<file path="src/rtl/core/luhn_pkg.sv">
`timescale 1ns / 1ps

package luhn_pkg;

  localparam int DigitW = 4;
  localparam int CountW = 5;
  localparam int SumW   = 4;

  localparam logic [CountW-1:0] LenSat = CountW'(17);

  localparam logic [SumW:0]     Radix     = (SumW+1)'(10);
  localparam logic [SumW:0]     FoldDbl   = (SumW+1)'(9);

  localparam logic [DigitW-1:0] PrefixAmex   = DigitW'(3);
  localparam logic [DigitW-1:0] PrefixVisa   = DigitW'(4);
  localparam logic [DigitW-1:0] PrefixMaster = DigitW'(5);
  localparam logic [DigitW-1:0] PrefixDisc   = DigitW'(6);

  localparam logic [CountW-1:0] Len13 = CountW'(13);
  localparam logic [CountW-1:0] Len14 = CountW'(14);
  localparam logic [CountW-1:0] Len15 = CountW'(15);
  localparam logic [CountW-1:0] Len16 = CountW'(16);

  // one digit handed from the input register to the accumulator
  typedef struct packed {
    logic              en;
    logic [DigitW-1:0] digit;
    logic              last;
  } step_t;

  // digit value mod 10, for a digit that is not doubled
  function automatic logic [SumW-1:0] plain_term(input logic [DigitW-1:0] d);
    logic [SumW:0] t;
    t = {1'b0, d};
    if (t >= Radix) begin
      t = t - Radix;
    end
    return t[SumW-1:0];
  endfunction

  // 2d, folded by 9 when it reaches ten, then mod 10
  // (a folded value can reach 21 for wide digits, so up to two subtractions)
  function automatic logic [SumW-1:0] doubled_term(input logic [DigitW-1:0] d);
    logic [SumW:0] t;
    t = {d, 1'b0};
    if (t >= Radix) begin
      t = t - FoldDbl;
    end
    if (t >= Radix) begin
      t = t - Radix;
    end
    if (t >= Radix) begin
      t = t - Radix;
    end
    return t[SumW-1:0];
  endfunction

  function automatic logic [SumW-1:0] add_mod10(input logic [SumW-1:0] a,
                                                input logic [SumW-1:0] b);
    logic [SumW:0] s;
    s = {1'b0, a} + {1'b0, b};
    if (s >= Radix) begin
      s = s - Radix;
    end
    return s[SumW-1:0];
  endfunction

  function automatic logic pair_allowed(input logic [DigitW-1:0] first,
                                        input logic [CountW-1:0] len);
    logic ok;
    ok = 1'b0;
    if (first == PrefixAmex) begin
      ok = (len == Len14) || (len == Len15);
    end else if (first == PrefixVisa) begin
      ok = (len == Len13) || (len == Len16);
    end else if (first == PrefixMaster || first == PrefixDisc) begin
      ok = (len == Len16);
    end
    return ok;
  endfunction

endpackage

</file>
<file path="src/rtl/core/luhn_accum.sv">
`timescale 1ns / 1ps

module luhn_accum
  import luhn_pkg::*;
(
  input  logic  clk,
  input  logic  rst,
  input  step_t step,
  output logic  ok
);

  logic [SumW-1:0]   sum_even_doubled, sum_even_doubled_next;
  logic [SumW-1:0]   sum_odd_doubled, sum_odd_doubled_next;
  logic [CountW-1:0] digit_count, digit_count_next;
  logic [DigitW-1:0] first_digit, first_digit_next;

  logic            pos_odd;
  logic [SumW-1:0] plain, dbl, total;

  always_comb begin
    pos_odd = digit_count[0];
    plain   = plain_term(step.digit);
    dbl     = doubled_term(step.digit);

    first_digit_next = (digit_count == '0) ? step.digit : first_digit;

    if (pos_odd) begin
      sum_odd_doubled_next  = add_mod10(sum_odd_doubled, dbl);
      sum_even_doubled_next = add_mod10(sum_even_doubled, plain);
    end else begin
      sum_even_doubled_next = add_mod10(sum_even_doubled, dbl);
      sum_odd_doubled_next  = add_mod10(sum_odd_doubled, plain);
    end

    digit_count_next = (digit_count < LenSat) ? digit_count + CountW'(1) : digit_count;

    // check digit is never doubled: take the sum where its parity is plain
    total = pos_odd ? sum_even_doubled_next : sum_odd_doubled_next;
    ok    = (total == '0) && pair_allowed(first_digit_next, digit_count_next);
  end

  always_ff @(posedge clk) begin
    if (rst) begin
      sum_even_doubled <= '0;
      sum_odd_doubled  <= '0;
      digit_count      <= '0;
      first_digit      <= '0;
    end else if (step.en) begin
      if (step.last) begin
        sum_even_doubled <= '0;
        sum_odd_doubled  <= '0;
        digit_count      <= '0;
        first_digit      <= '0;
      end else begin
        sum_even_doubled <= sum_even_doubled_next;
        sum_odd_doubled  <= sum_odd_doubled_next;
        digit_count      <= digit_count_next;
        first_digit      <= first_digit_next;
      end
    end
  end

endmodule

</file>
<file path="config.mk">
export PLATFORM = sky130hd
export DESIGN_NAME = luhn_accum
export DESIGN_NICKNAME = d
export VERILOG_FILES = /design/src/rtl/core/luhn_pkg.sv /design/src/rtl/core/luhn_accum.sv
export SDC_FILE = /design/constraint.sdc
export NUM_CORES = 1
export LEC_CHECK = 0
export ABC_AREA = 1
export BUFFER_PORTS_ARGS = -buffer_cell sky130_fd_sc_hd__buf_2
export CORE_UTILIZATION = 63
export DETAILED_ROUTE_END_ITERATION = 16
export PLACE_DENSITY = 0.81
export SETUP_SLACK_MARGIN = 0.3
export SLEW_MARGIN = 10
export SYNTH_ARGS = -nofsm -noshare
export SYNTH_HDL_FRONTEND = slang
export SYNTH_SLANG_ARGS = --single-unit
export TNS_END_PERCENT = 1
</file>
<file path="constraint.sdc">
create_clock -name clk -period 4 [get_ports clk]
set_input_delay 0.2 -clock clk [delete_from_list [all_inputs] [get_ports clk]]
set_output_delay 0.2 -clock clk [all_outputs]
set_load 0.05 [all_outputs]
</file>
==> impl_metrics.csv <==
group,metric,value,unit
critical_path,r2r.worst_path.cells,15,
critical_path,worstPathBufferInverterCount,6,
critical_path,critPathMaxFanout,5,
global_routing,grt_overflow_total,0,
sta,finalSetupTns,0,ps
synth,synth_xor_area_share,0.739,%
clock_network,cts-htree-levels,1,
power,share_seq_of_total_power,19.7,%
synth,postSynthRegisterBits,17,
power,switchingPower,476,uW
floorplanning,floorplan.initialDensity,68.4,%
hold_path,hold_class,"in -> reg",
hold_path,min_delay_path_depth,2,
routing,wl_met3,279,um
sta,highest_clock_rate,0.285,GHz
sta,worst_pin_slew,753,ps
routing,top_signal_layer_used,"met4",
synth,ys_warn_count,0,
clock_network,numCtsBuffers,3,
synth,yosys-mux-area-fraction,0,%
global_routing,grt_max_degree,19,
global_routing,grtUsageTotal,32.2,%
sta,min_period,3500,ps
synth,mappedNetlistArea,0.00237,mm^2
status,outcome,"finished, final reports clean",
cells_and_area,syn2layout_area_growth,15.3,%
power,netSwitchingFraction,47.9,%
sta,max_slew_headroom_at_the_worst_pin,49.7,%
power,power.density_cell_area,363,mW/mm^2
clock_network,clock_latency,260,ps
critical_path,critical_path.slowest_cell,"sky130_fd_sc_hd__fa_2",
critical_path,cp_depth,27,
critical_path,cpLargestDelayFamily,"simple AND/OR/NAND/NOR gates",
synth,ys.flop_type,"sky130_fd_sc_hd__dfxtp_1",
routing,dr_wl_cell,13.3,um
critical_path,ff2ff_setup_slack,1720,ps
cells_and_area,fillers,268,
critical_path,cp.arrival,3700,ps
sta,finalHoldWorstSlack,349,ps
routing,wl_met2,2900,um
clock_network,clk_transition_reported_paths,70,ps
floorplanning,chipWidth,63.3,um
synth,syn-mean-instance-area,6.08,um^2
synth,post_synth_fa_ha_maj_area_fraction,19.2,%
clock_network,cts_tree,"yes",
placed_design,count_of_input_and_output_buffers,8,
routing,route.vias.total,2520,
critical_path,crit_required,4200,ps
synth,synth_simple_gate_area_share,47.0,%
critical_path,critical_path_class,"in -> reg",
synth,largest_family_of_logic_cells_by_synthesized_area,"simple AND/OR/NAND/NOR gates",
routing,detail_route.wirelength,6030,um
clock_network,cts.path.max_buffers,2,
routing,final_antenna_net_count,0,
clock_network,clock_tree.root_cell,"sky130_fd_sc_hd__clkbuf_8",
critical_path,most_prevalent_standard_cell_on_the_critical_path,"sky130_fd_sc_hd__nand2_1",
global_routing,antenna_violations_before_repair,0,
clock_network,cts_sinks,17,
cells_and_area,drive_gt1_share,20.6,%
power,max-vdd-ir-drop,0.000264,V
placed_design,hpwlAfterDp,4340,um
routing,drc,0,
cells_and_area,finish.net_count,451,
global_routing,first_global_vias,2400,
critical_path,cp_slowest_stage_delay,590,ps
sta,worst_clock_skew,1.99,ps
synth,post_synth_num_cell_types,35,
routing,via_per_inst,5.55,
synth,synthesis.instances,390,
routing,detailedRoute.firstIterationViolations,189,
power,pwr-share-comb,66.7,%
cells_and_area,area_occupied_by_multi_input_gates,0.00194,mm^2
global_routing,grt_first_pass_wirelength,10400,um
flow_run,number_of_max_capacitance_violations_reported,0,
synth,synth_async_sr_flop_share,0,%
sta,rsz0062_at_grt,"no",
floorplanning,top_level_ports,9,
cells_and_area,n_antenna_cell,0,
cells_and_area,seqCellArea,340,um^2
synth,synth_nets,432,
floorplanning,floorplan.core_area,0.00347,mm^2
sta,setup_viol_count_final,0,
power,p_int,517,uW
floorplanning,placementRows,21,
synth,synth_compound_area_share,8.76,%
routing,wl_met1,2780,um
critical_path,worstSetupStartpointType,"input port",
sta,layout_worst_path_cycle_share,87.6,%
placed_design,gp_congestion,0.920,
sta,slew_violations,0,
routing,pre_repair_dr_iteration_count,4,
synth,synth_edf_count,0,
cells_and_area,final_cell_count_no_fill,454,
synth,synth_sequential_area_ratio,14.4,%
sta,timing_hold_violations_final,0,
power,power_frac_clock,13.7,%
placed_design,inst_count_dp,440,
floorplanning,dieArea,0.00401,mm^2
floorplanning,die_height,63.3,um
critical_path,worst_setup_path_end_kind,"flop",
power,power_leakage,1.36,nW
## synthesized netlist by cell type (all sizes together), types with 2 or more instances
cell	n	area, um^2
nand2	140	588
a21oi	24	120
nor2	21	96.3
dfxtp	17	340
inv	54	203
ha	30	375
fa	4	80.1
nor3	2	15.0
clkbuf	2	7.51
clkinv	2	7.51
buf	4	18.8
o21ai	8	43.8
nand4	8	50.1
or2	2	12.5
nand3	62	338
o211ai	2	15.0
## worst reg2reg max path, cell delays in order, from the launching register on
cell and delay (ps):
sky130_fd_sc_hd__dfxtp_1 380, sky130_fd_sc_hd__ha_1 210, sky130_fd_sc_hd__inv_1 60, sky130_fd_sc_hd__fa_1 400, sky130_fd_sc_hd__inv_1 80, sky130_fd_sc_hd__nand2_1 50, sky130_fd_sc_hd__nand2_1 110, sky130_fd_sc_hd__ha_1 200
sky130_fd_sc_hd__nand2_1 60, sky130_fd_sc_hd__nand3_1 100, sky130_fd_sc_hd__nand2_1 80, sky130_fd_sc_hd__nand2_1 70, sky130_fd_sc_hd__nand3_1 110, sky130_fd_sc_hd__nand2_1 90, sky130_fd_sc_hd__nand2_1 50, sky130_fd_sc_hd__a21oi_1 170
## through the flow
stage | power [mW] | utilization [%] | cell area (um^2) | setup slack, ps
2_1_floorplan | 0.632 | - | 2370 | 439
3_3_place_gp | 0.718 | 70.9 | 2460 | 118
3_5_place_dp | 0.737 | 70.9 | 2460 | -103
4_1_cts | 0.896 | 73.3 | 2540 | 318
5_1_grt | 1.09 | 78.8 | 2730 | 256
6_report | 0.993 | 78.8 | 2730 | 497
## cells by family (layout without fill, tap and decap cells)
group                      count (synthesis)  count (layout)
and+or+nand+nor                          237             237
buffers and inverters                     62              80
AOI/OAI and AO/OA                         38              38
adders and majority gates                 34              34
DFF                                       17              17
xor gates and xnor gates                   2               2
## per-layer routing
layer	global-route usage [%]	vias to the layer above
li1	-	1303
met1	42.2	1151
met2	56.8	58
met3	4.17	8
met4	4.55	0
met5	0	-
## final cells by class
class	instances	share of cell area, %
sequential	17	12.4
clock inverter	1	0.183
multi-input combinational	311	71.0
inverter	56	7.87
clock buffer	3	1.51
timing repair buffer	20	4.85
tap	46	2.11
## placed cells by master (no fill, tap or decap), types with 2 or more instances in the layout
| cell type | count |
|---|---|
| sky130_fd_sc_hd__o21ai_1 | 3 |
| sky130_fd_sc_hd__nand3_1 | 54 |
| sky130_fd_sc_hd__nand3_2 | 5 |
| sky130_fd_sc_hd__ha_2 | 2 |
| sky130_fd_sc_hd__nand3_4 | 3 |
| sky130_fd_sc_hd__o21ai_0 | 4 |
| sky130_fd_sc_hd__nand2_2 | 19 |
| sky130_fd_sc_hd__nor2_4 | 2 |
| sky130_fd_sc_hd__nor2_2 | 2 |
| sky130_fd_sc_hd__fa_1 | 2 |
| sky130_fd_sc_hd__nand2_1 | 116 |
| sky130_fd_sc_hd__dfxtp_1 | 17 |
| sky130_fd_sc_hd__or2_2 | 2 |
| sky130_fd_sc_hd__fa_2 | 2 |
| sky130_fd_sc_hd__a21oi_2 | 2 |
| sky130_fd_sc_hd__o211ai_1 | 2 |
| sky130_fd_sc_hd__nand2_4 | 5 |
| sky130_fd_sc_hd__nand4_1 | 8 |
| sky130_fd_sc_hd__buf_4 | 13 |
| sky130_fd_sc_hd__a21oi_1 | 22 |
| sky130_fd_sc_hd__clkbuf_8 | 3 |
| sky130_fd_sc_hd__buf_2 | 7 |
| sky130_fd_sc_hd__ha_4 | 5 |
| sky130_fd_sc_hd__inv_1 | 45 |
| sky130_fd_sc_hd__clkinv_1 | 2 |
| sky130_fd_sc_hd__inv_4 | 2 |
| sky130_fd_sc_hd__inv_2 | 7 |
| sky130_fd_sc_hd__nor2_1 | 17 |
| sky130_fd_sc_hd__ha_1 | 23 |
## timing repair
item,in CTS,in global routing
endpoints found under the setup margin,5,6
gates cloned,0,0
endpoints found under the hold margin,0,0
buffers inserted,4,6
pin swaps,5,14
gates resized for setup,6,32
hold buffers,0,0
## registers in the layout, summed over array words and instances, names as in the netlist
name              count
sum_odd_doubled       4
first_digit           4
sum_even_doubled      4
digit_count           5
## worst paths after layout
kind	startpoint	endpoint
min	rst	sum_even_doubled[1]
max	step[2]	sum_even_doubled[1]
max reg2reg	sum_odd_doubled[0]	sum_odd_doubled[1]
min reg2reg	first_digit[3]	first_digit[3]
## power groups by stage
stage          Sequential (mW)  Combinational [mW]  Clock [mW]
2_1_floorplan            0.192               0.441           0
3_3_place_gp             0.198               0.520           0
3_5_place_dp             0.198               0.539           0
4_1_cts                  0.194               0.564       0.138
5_1_grt                  0.197               0.754       0.143
6_report                 0.196               0.662       0.136
Power figures use the tool's default switching activity.
